$ cat config.mk
export PLATFORM = sky130hd
export DESIGN_NAME = curve_turning_point_detector
export DESIGN_NICKNAME = d
export VERILOG_FILES = /design/src/hdl/ctpd_pkg.sv /design/src/hdl/curve_turning_point_detector.sv /design/src/hdl/ctpd_tracker.sv /design/src/hdl/ctpd_out_buf.sv
export SDC_FILE = /design/constraint.sdc
export NUM_CORES = 1
export LEC_CHECK = 0
export BUFFER_PORTS_ARGS = -buffer_cell sky130_fd_sc_hd__buf_2
export CORE_ASPECT_RATIO = 1.75
export CORE_UTILIZATION = 58
export DETAILED_ROUTE_END_ITERATION = 12
export PLACE_DENSITY = 0.84
export SLEW_MARGIN = 20
export SYNTH_ARGS = -nofsm -noshare
export SYNTH_HDL_FRONTEND = slang
export SYNTH_HIERARCHICAL = 1
export SYNTH_SLANG_ARGS = --single-unit
$ cat constraint.sdc
create_clock -name i_clk -period 4.8 [get_ports i_clk]
set_input_delay 0.96 -clock i_clk [delete_from_list [all_inputs] [get_ports i_clk]]
set_output_delay 0.96 -clock i_clk [all_outputs]
set_load 0.02 [all_outputs]
$ cat src/hdl/ctpd_pkg.sv
// ----------------------------------------------------------------------------
// ctpd_pkg
// Types and constants shared by the curve turning point detector modules.
// ----------------------------------------------------------------------------
`default_nettype none

package ctpd_pkg;

    localparam int COORD_BITS = 12;
    localparam int COUNT_BITS = 8;

    localparam logic [COUNT_BITS-1:0] THRESHOLD_RESET = COUNT_BITS'(10);
    localparam logic [COUNT_BITS-1:0] COUNT_MAX       = {COUNT_BITS{1'b1}};

    // sweep direction codes
    localparam logic [1:0] DIR_UNDECIDED = 2'd0;
    localparam logic [1:0] DIR_RIGHT     = 2'd1;
    localparam logic [1:0] DIR_LEFT      = 2'd2;

    // extreme kinds
    localparam logic KIND_MAX = 1'b0;
    localparam logic KIND_MIN = 1'b1;

    typedef struct packed {
        logic [COORD_BITS-1:0] point_x;
        logic [COORD_BITS-1:0] point_y;
        logic                  start_of_curve;
    } t_point_in;

    typedef struct packed {
        logic [COORD_BITS-1:0] extreme_x;
        logic [COORD_BITS-1:0] extreme_y;
        logic                  extreme_kind;
    } t_extreme;

    typedef struct packed {
        logic [COORD_BITS-1:0] x;
        logic [COORD_BITS-1:0] y;
    } t_pt;

endpackage

`default_nettype wire

$ cat src/hdl/curve_turning_point_detector.sv
// ----------------------------------------------------------------------------
// curve_turning_point_detector
// Finds turning points of a curve from its x sweep direction, with hysteresis.
// ----------------------------------------------------------------------------
//  channel   dir  handshake                  payload
//  in        in   i_in_valid / o_in_stall    i_in_data  (t_point_in)
//  out       out  o_out_valid / i_out_stall  o_out_data (t_extreme)
//  cfg       in   i_cfg_we                   i_cfg_wdata (turn threshold)
//
//  One point per cycle while o_in_stall is low; the state update is a compare
//  and a counter step; each confirmed turn is registered in the output buffer.
//  The result register plus one skid entry keep the input open while a
//  result waits; the input stalls only when both are occupied.
//  Synchronous active-low reset; threshold resets to 10.
// ----------------------------------------------------------------------------
`default_nettype none

module curve_turning_point_detector
    import ctpd_pkg::*;
(
    input  wire logic                  i_clk,
    input  wire logic                  i_rst_n,
    input  wire logic                  i_cfg_we,
    input  wire logic [COUNT_BITS-1:0] i_cfg_wdata,
    input  wire logic                  i_in_valid,
    output logic                       o_in_stall,
    input  wire t_point_in             i_in_data,
    output logic                       o_out_valid,
    input  wire logic                  i_out_stall,
    output t_extreme                   o_out_data
);

    logic     accept;
    logic     res_valid;
    t_extreme res;
    logic     buf_full;

    assign o_in_stall = buf_full;
    assign accept     = i_in_valid && !buf_full;

    ctpd_tracker u_tracker (
        .i_clk       (i_clk),
        .i_rst_n     (i_rst_n),
        .i_cfg_we    (i_cfg_we),
        .i_cfg_wdata (i_cfg_wdata),
        .i_accept    (accept),
        .i_point     (i_in_data),
        .o_res_valid (res_valid),
        .o_res       (res)
    );

    ctpd_out_buf u_out_buf (
        .i_clk       (i_clk),
        .i_rst_n     (i_rst_n),
        .i_res_valid (res_valid),
        .i_res       (res),
        .o_full      (buf_full),
        .o_valid     (o_out_valid),
        .i_stall     (i_out_stall),
        .o_data      (o_out_data)
    );

endmodule

`default_nettype wire

$ cat src/hdl/ctpd_tracker.sv
// ----------------------------------------------------------------------------
// ctpd_tracker
// Sweep direction tracking with hysteresis counter; one point per transaction.
// ----------------------------------------------------------------------------
`default_nettype none

module ctpd_tracker
    import ctpd_pkg::*;
(
    input  wire logic                  i_clk,
    input  wire logic                  i_rst_n,
    input  wire logic                  i_cfg_we,
    input  wire logic [COUNT_BITS-1:0] i_cfg_wdata,
    input  wire logic                  i_accept,
    input  wire t_point_in             i_point,
    output logic                       o_res_valid,
    output t_extreme                   o_res
);

    logic [COUNT_BITS-1:0] r_threshold;
    logic [1:0]            r_dir,  n_dir;
    logic [COUNT_BITS-1:0] r_cnt,  n_cnt;
    logic [COORD_BITS-1:0] r_prev, n_prev;
    t_pt                   r_max,  n_max;
    t_pt                   r_min,  n_min;

    logic [COUNT_BITS-1:0] bumped;
    logic                  exceeded;
    t_pt                   cur;

    assign cur      = '{x: i_point.point_x, y: i_point.point_y};
    // counter saturates, so a threshold at the top never confirms a change
    assign bumped   = (r_cnt == COUNT_MAX) ? r_cnt : r_cnt + 1'b1;
    assign exceeded = bumped > r_threshold;

    always_comb begin
        n_dir       = r_dir;
        n_cnt       = r_cnt;
        n_prev      = i_point.point_x;
        n_max       = r_max;
        n_min       = r_min;
        o_res_valid = 1'b0;
        o_res       = '0;
        if (i_point.start_of_curve) begin
            n_dir = DIR_UNDECIDED;
            n_cnt = '0;
            n_max = '0;
            n_min = '0;
        end else if (i_point.point_x > r_prev) begin
            case (r_dir)
                DIR_RIGHT: begin
                    n_cnt = '0;
                    n_max = cur;
                end
                DIR_LEFT: begin
                    n_cnt = bumped;
                    if (exceeded) begin
                        n_cnt        = '0;
                        n_dir        = DIR_RIGHT;
                        o_res_valid  = 1'b1;
                        o_res.extreme_x    = r_min.x;
                        o_res.extreme_y    = r_min.y;
                        o_res.extreme_kind = KIND_MIN;
                    end
                end
                default: begin
                    n_cnt = bumped;
                    if (exceeded) begin
                        n_cnt = '0;
                        n_dir = DIR_RIGHT;
                    end
                end
            endcase
        end else if (i_point.point_x < r_prev) begin
            case (r_dir)
                DIR_LEFT: begin
                    n_cnt = '0;
                    n_min = cur;
                end
                DIR_RIGHT: begin
                    n_cnt = bumped;
                    if (exceeded) begin
                        n_cnt        = '0;
                        n_dir        = DIR_LEFT;
                        o_res_valid  = 1'b1;
                        o_res.extreme_x    = r_max.x;
                        o_res.extreme_y    = r_max.y;
                        o_res.extreme_kind = KIND_MAX;
                    end
                end
                default: begin
                    n_cnt = bumped;
                    if (exceeded) begin
                        n_cnt = '0;
                        n_dir = DIR_LEFT;
                    end
                end
            endcase
        end
        // result only counts for an accepted transaction
        if (!i_accept) begin
            o_res_valid = 1'b0;
        end
    end

    always_ff @(posedge i_clk) begin
        if (!i_rst_n) begin
            r_threshold <= THRESHOLD_RESET;
        end else if (i_cfg_we) begin
            r_threshold <= i_cfg_wdata;
        end
    end

    always_ff @(posedge i_clk) begin
        if (!i_rst_n) begin
            r_dir  <= DIR_UNDECIDED;
            r_cnt  <= '0;
            r_prev <= '0;
            r_max  <= '0;
            r_min  <= '0;
        end else if (i_accept) begin
            r_dir  <= n_dir;
            r_cnt  <= n_cnt;
            r_prev <= n_prev;
            r_max  <= n_max;
            r_min  <= n_min;
        end
    end

endmodule

`default_nettype wire

$ cat src/hdl/ctpd_out_buf.sv
// ----------------------------------------------------------------------------
// ctpd_out_buf
// Result register with one skid entry; stalls upstream only when the skid fills.
// ----------------------------------------------------------------------------
`default_nettype none

module ctpd_out_buf
    import ctpd_pkg::*;
(
    input  wire logic     i_clk,
    input  wire logic     i_rst_n,
    input  wire logic     i_res_valid,
    input  wire t_extreme i_res,
    output logic          o_full,
    output logic          o_valid,
    input  wire logic     i_stall,
    output t_extreme      o_data
);

    logic     r_out_valid, n_out_valid;
    logic     r_skid_valid, n_skid_valid;
    t_extreme r_out, n_out;
    t_extreme r_skid, n_skid;
    logic     out_fire;

    assign out_fire = r_out_valid && !i_stall;

    always_comb begin
        n_out_valid  = r_out_valid;
        n_skid_valid = r_skid_valid;
        n_out        = r_out;
        n_skid       = r_skid;
        if (r_skid_valid) begin
            // upstream is held off while the skid entry is occupied
            if (out_fire) begin
                n_out        = r_skid;
                n_skid_valid = 1'b0;
            end
        end else if (!r_out_valid || out_fire) begin
            n_out_valid = i_res_valid;
            n_out       = i_res;
        end else if (i_res_valid) begin
            n_skid_valid = 1'b1;
            n_skid       = i_res;
        end
    end

    always_ff @(posedge i_clk) begin
        if (!i_rst_n) begin
            r_out_valid  <= 1'b0;
            r_skid_valid <= 1'b0;
        end else begin
            r_out_valid  <= n_out_valid;
            r_skid_valid <= n_skid_valid;
        end
    end

    always_ff @(posedge i_clk) begin
        r_out  <= n_out;
        r_skid <= n_skid;
    end

    assign o_full  = r_skid_valid;
    assign o_valid = r_out_valid;
    assign o_data  = r_out;

endmodule

`default_nettype wire

# ---- After elaboration in Yosys (flattened, before gate mapping)
# Cells that the tools add are included.
# W data, S select, Z words.
dict set report word_totals {
  regBits 130
  inputBits 38
  out_inout_bits 27
  elab_cells 91
}
dict set report classes {
  n_addsub 1
  n_lt_le_gt_ge 3
  eq_ne 7
  muxes 42
  bitwise 2
  n_reduce_logical 20
}
# op count
set op_table {}
lappend op_table {{$mux W25} 10}
lappend op_table {{$mux W24} 7}
lappend op_table {{$mux W8} 7}
lappend op_table {{$mux W2} 7}
lappend op_table {{$gt A12 B12 Y1} 1}
lappend op_table {{$lt A12 B12 Y1} 1}
lappend op_table {{$reduce_bool A2 Y1} 6}
lappend op_table {{$mux W1} 11}
lappend op_table {{$add A8 B1 Y8 const B} 1}
lappend op_table {{$eq A8 B8 Y1 const B} 1}
lappend op_table {{$gt A8 B8 Y1} 1}
lappend op_table {{$reduce_and A2 Y1} 3}
lappend op_table {{$reduce_and A3 Y1} 2}
lappend op_table {{$reduce_and A5 Y1} 1}
lappend op_table {{$ne A2 B2 Y1 const B} 2}
lappend op_table {{$reduce_and A4 Y1} 1}
lappend op_table {{$logic_not A1 Y1} 3}
lappend op_table {{$ne A3 B2 Y1 const B} 1}
lappend op_table {{$ne A3 B3 Y1 const B} 1}
lappend op_table {{$reduce_bool A3 Y1} 1}
lappend op_table {{$eq A2 B1 Y1 const B} 1}
lappend op_table {{$eq A2 B2 Y1 const B} 1}
lappend op_table {{$logic_and A1 B1 Y1} 2}
lappend op_table {{$not A1 Y1} 2}
lappend op_table {{$logic_or A1 B1 Y1} 1}

# ---- Depth between registers and ports, before layout
dict set report logic_depth {
  ltp_word 12
  depth_mapped 17
  ltp_nobuf 15
}

# ---- Hierarchy
# Netlist, hierarchy kept.
# module instances cells_per_inst area_per_inst_um2 seq_area_each_um2
set by_module_without_submodules {}
lappend by_module_without_submodules {ctpd_tracker 1 423 3960.0 1561.5}
lappend by_module_without_submodules {ctpd_out_buf 1 89 1936.9 1541.5}
lappend by_module_without_submodules {curve_turning_point_detector 1 1 13.8 0.0}

# ---- Worst setup path before layout
# OpenSTA, ideal clock, no wires.
dict set report synth_path {
  path_kind {flip-flop to flip-flop}
  startpoint {register u_tracker.r_cnt[0]}
  endpoint {register u_out_buf/r_skid[0] in the netlist's numbering, enable pin}
  setup_time_ns 0.407
  arrival_time_ns 4.048
  required_time_ns 4.393
  slack_ns 0.346
  path_stages_with_launch 17
  path_buffers 2
  period_less_slack_ns 4.454
  path_cell_list {dfxtp_1 > ha_1 > and2_1 > clkbuf_1 > nand3_1 > a21oi_1 > inv_1 > ha_1 > and4b_1 > a211oi_2 > o221ai_2 > o21ai_2 > nor4_4 > buf_4 > o21a_1 > nand2b_1 > nor2_1}
}
dict set report synth_between {
  elab_chain_len 10
  elab_cells_between_ends 12
  cone_classes {1 x add/sub; 1 x order compare; 1 x eq/ne; 8 x mux; 1 x reduce/logical}
}
# element line_no
set synth_lines {}
lappend synth_lines {{from (decl)} ctpd_tracker.sv:22} ;# logic [COUNT_BITS-1:0] r_cnt, n_cnt;
lappend synth_lines {{from (signal assigned)} ctpd_tracker.sv:123} ;# r_cnt <= n_cnt;
lappend synth_lines {{$add A8 B1 Y8 / $eq A8 B8 Y1 (equally long branches)} ctpd_tracker.sv:33} ;# assign bumped = (r_cnt == COUNT_MAX) ? r_cnt : r_cnt + 1'b1;
lappend synth_lines {{$mux W8 (*)} ctpd_tracker.sv:33}
lappend synth_lines {{$gt A8 B8 Y1 (*)} ctpd_tracker.sv:34} ;# assign exceeded = bumped > r_threshold;
lappend synth_lines {{$mux W1 (*)} {ctpd_tracker.sv:57, ctpd_tracker.sv:82}}
lappend synth_lines {{$mux W1} ctpd_tracker.sv:75} ;# case (r_dir)
lappend synth_lines {{$mux W1} ctpd_tracker.sv:74} ;# end else if (i_point.point_x < r_prev) begin
lappend synth_lines {{$mux W1 (*)} ctpd_tracker.sv:49} ;# end else if (i_point.point_x > r_prev) begin
lappend synth_lines {{$mux W1 (*)} ctpd_tracker.sv:44} ;# if (i_point.start_of_curve) begin
lappend synth_lines {{$mux W1 (*)} ctpd_tracker.sv:101} ;# if (!i_accept) begin
lappend synth_lines {{via res_valid} curve_turning_point_detector.sv:34} ;# logic res_valid;
lappend synth_lines {{$reduce_and A3 Y1 (no source line) (*)} -}
lappend synth_lines {{to (signal assigned)} ctpd_out_buf.sv:60} ;# r_skid <= n_skid;
lappend synth_lines {{to (decl)} ctpd_out_buf.sv:23} ;# t_extreme r_skid, n_skid;
# The timed path passes the listed nets; every way through them passes the cells marked *.
# A chain may end at the register's enable or synchronous reset.

# ---- Worst setup path in the final report
dict set report layout_path {
  startpoint {register u_tracker.r_cnt[0]}
  endpoint {register u_out_buf/r_skid[16] in the netlist's numbering, enable pin}
}
# The elaborated chain is that of the path after synthesis.

==> flow_metrics.py <==
metrics = {
    "place": {
        "io_buffer_count": 64,
        "dp_hpwl_um": 8410,
        "gp_congestion": 0.846,
        "dpl.cell_count": 681,
        "dp_slack_ns": 0.777,
    },
    "finish": {
        "final_net_count": 634,
        "fin_cells": 713,
        "antennaDiodeCount": 0,
        "layout-drive-gt1-share_pct": 25.7,
        "syn2layout_area_growth_pct": 16.4,
    },
    "synth": {
        "yosys.cell_types.count": 61,
        "synth_compound_area_share_pct": 15.7,
        "yosysSeqAreaShare_pct": 52.5,
        "ys_seq_elements": 130,
        "synth_flop_cell": "dfxtp_1",
        "synthesis.nets": 572,
        "synth_fa_ha_area_share_pct": 4.45,
        "synthMuxAreaShare_pct": 8.43,
        "netlist_area_sq_um": 5910,
        "ys_async_sr_fraction_pct": 0,
        "synth_xor_area_share_pct": 0.593,
        "synth_area_per_cell_sq_um": 11.5,
        "synth_edf_count": 50,
        "ys_warn_count": 6,
        "synthCells": 513,
        "synth-simple-area-share_pct": 13.2,
        "synth_top_family_by_area": "compound AO/OA/AOI/OAI gates",
    },
    "routing": {
        "drt_wl_total_um": 12500,
        "antenna_left": 0,
        "wl_per_cell_um": 17.5,
        "firstDrtPassIters": 5,
        "drcViolationCount": 0,
        "viasPerCell": 6.05,
        "wl_met3_um": 576,
        "wl_met2_um": 6730,
        "wl_met1_um": 4750,
        "top_layer": "met4",
        "drt_iter0_markers": 274,
        "num_vias": 4312,
    },
    "clock_network": {
        "cts.sinks": 130,
        "cts_buffer_depth": 2,
        "cts_tree": "yes",
        "cts.clk_slew.worst_paths_ns": 0.06,
        "numCtsBuffers": 17,
        "cts-root-buf": "clkbuf_16",
        "cts_max_level": 4,
        "clk_latency_ns": 0.41,
        "postCtsSetupRepairBufs": 0,
        "post_cts_resized": 0,
        "hold_buffers": 0,
    },
    "sta": {
        "post-route-period-util_pct": 85.9,
        "slew_violations": 0,
        "setup_violations": 0,
        "fmax_ghz": 0.243,
        "worst_pin_slew_ns": 1.04,
        "fin_hold_ws_ns": 0.455,
        "setup_ws_ns": 0.676,
        "clock_skew_ns": 0.00676,
        "period_needed_ns": 4.12,
        "grt_setup_unrepaired": "false",
        "final-hold-violation-count": 0,
        "tns_ns": 0,
        "relSlewSlack_pct": 30.2,
    },
    "global_route": {
        "grt_max_degree": 35,
        "grt_pass1_vias": 4349,
        "grt.overflow.total": 0,
        "grt_pass1_wl_um": 20400,
        "antenna_found_initial": 0,
        "grt_use_total_pct": 25.1,
    },
    "worst_setup_path": {
        "critical_path_buf_inv_count": 2,
        "cpPeakStageDelay_ns": 0.66,
        "required_ns": 4.88,
        "cpMostUsedCell": "ha_1",
        "path_class": "reg2reg",
        "r2r-start": "u_tracker/r_cnt[0]",
        "crit_arrival_ns": 4.20,
        "cpMaxStageDelayCell": "nor4_4",
        "endpoint_kind": "register",
        "path_max_fanout": 25,
        "path_cells": "ha_1 -> and2_1 -> nand3_1 -> a21oi_1 -> inv_1 -> ha_1 -> and4b_1 -> a211oi_2 -> o221ai_2 -> o21ai_2 -> nor4_4 -> o21a_1 -> nand2b_1 -> nor2_2 -> buf_4",
        "crit_family": "simple AND/OR/NAND/NOR gates",
        "startpoint_type": "register",
        "r2r_setup_slack_ns": 0.68,
        "reg2reg_to": "u_out_buf/r_skid[16]",
        "r2r_cells": 15,
    },
    "outcome": {
        "status": "complete, no violations",
    },
    "worst_hold_path": {
        "hold_class": "reg2reg",
        "hold_path_depth": 2,
        "hold_path_startpoint": "u_tracker/r_min[11]",
        "min_to": "u_tracker/r_min[11]",
    },
    "power": {
        "p_leak_nw": 2.80,
        "powerDensity_nw_per_um2": 379,
        "peakVddDrop_mv": 0.323,
    },
    "flow_run": {
        "drv_cap": 0,
    },
    "floorplan": {
        "dieArea_sq_um": 10600,
        "num_rows": 48,
        "fp.dieW_um": 78.3,
        "core-area_sq_um": 9910,
        "die_y_um": 136,
        "start_util_pct": 59.6,
        "ioPinCount": 65,
    },
}
## worst max-delay path by stage
| stage | cells after the start | slack, ns | endpoint | start |
|---|---|---|---|---|
| 6_report | 15 | 0.68 | u_out_buf/r_skid[16] | u_tracker/r_cnt[0] |
| 5_1_grt | 15 | 0.36 | u_out_buf/r_skid[13] | u_tracker/r_cnt[0] |
| 4_1_cts | 15 | 0.69 | u_out_buf/r_skid[13] | u_tracker/r_cnt[0] |
| 3_5_place_dp | 15 | 0.78 | u_out_buf/r_skid[7] | u_tracker/r_cnt[0] |
| 3_3_place_gp | 15 | 0.98 | u_out_buf/r_skid[9] | u_tracker/r_cnt[0] |
| 2_1_floorplan | 16 | 0.35 | u_out_buf/r_skid[0] | u_tracker/r_cnt[0] |
## placed cells by master, fill, tap and decap left out, types with 21 or more instances in the layout
| cell type | count |
|---|---|
| inv_1 | 36 |
| dfxtp_1 | 80 |
| ha_1 | 21 |
| nand2_1 | 35 |
| nor2_1 | 23 |
| buf_2 | 64 |
| a22o_1 | 48 |
| a21oi_1 | 33 |
| nand3b_1 | 23 |
| edfxtp_1 | 50 |
## stage by stage
stage,util (%),area [sq um],power [mW]
after global routing,69.4,6880,2.69
final,69.4,6880,2.60
after detailed placement,63.4,6290,1.34
after global placement,63.4,6290,1.34
after floorplan,-,5910,1.29
after CTS,69.4,6880,2.62
## layer usage
metal  up-vias  global-route usage (%)
li1       2010                       -
met5         -                       0
met1      2098                    26.9
met2       169                    44.8
met4         0                    13.3
met3        35                    6.26
## worst reg2reg max path, stage by stage (launching register included)
cell and delay, ns:
dfxtp_1 0.36, ha_1 0.17, and2_1 0.20, nand3_1 0.28
a21oi_1 0.29, inv_1 0.08, ha_1 0.29, and4b_1 0.23
a211oi_2 0.06, o221ai_2 0.19, o21ai_2 0.17, nor4_4 0.67
o21a_1 0.26, nand2b_1 0.11, nor2_2 0.11, buf_4 0.33
## power breakdown
part / switching [mW] / internal, mW / leakage (nW) / total [mW]
clock network: 0.463 / 0.815 / 0.289 / 1.28
logic: 0.101 / 0.0606 / 1.38 / 0.162
registers: 0.00932 / 1.16 / 1.13 / 1.16
total: 0.573 / 2.03 / 2.80 / 2.60
## flip-flops by register name, indices dropped and copies added (netlist names)
name / flops
u_tracker/r_threshold: 8
u_out_buf/o_valid: 1
u_out_buf/o_data: 25
u_tracker/r_dir: 2
u_out_buf/r_skid: 25
u_tracker/r_prev: 12
u_tracker/r_cnt: 8
u_out_buf/o_full: 1
u_tracker/r_min: 24
u_tracker/r_max: 24
## kinds of logic (layout without fill, tap and decap cells)
logic type	count (synthesis)	in the layout
adders and majority gates	21	21
muxes	44	44
xor gates and xnor gates	4	4
buffers and inverters	65	140
DFF	130	130
and+or+nand+nor	131	131
AOI/OAI and AO/OA	118	118
## cell type report
class	instances	area, sq um
clock buffers	19	433
inverters	36	135
repair buffers	72	380
multi-input cells	318	2510
flip-flops and latches	130	3100
clock inverters	13	160
fillers	674	3030
well taps	125	156
## Yosys cell counts, types with 2 or more instances
cell      count  area [sq um]
buf_4         5          37.5
clkbuf_1     10          37.5
edfxtp_1     50          1500
buf_1         3          11.3
nand2b_1      2          12.5
dfxtp_1      80          1600
nor2_1       24          90.1
mux2_2       18           203
and4_1        2          17.5
a21oi_1      33           165
mux2i_1      19           190
and2_1        3          18.8
inv_1        36           135
nand4_1       7          43.8
o211ai_1      3          22.5
nor4_4        3          63.8
nor3_1        4          20.0
o32ai_1       4          35.0
o21ai_0       3          15.0
nor2b_1       5          31.3
or4_1         2          15.0
a22o_1       48           420
nand2_1      35           131
o21ai_1       3          15.0
buf_6         4          45.0
xnor2_1       4          35.0
buf_2         7          35.0
o22ai_1       4          25.0
ha_1         21           263
nand3b_1     23           173
nand3_1       8          40.0
a21o_1        4          30.0
mux2_4        7           105
nand2_2       2          12.5
No activity file was read; power rests on OpenSTA's default activity.
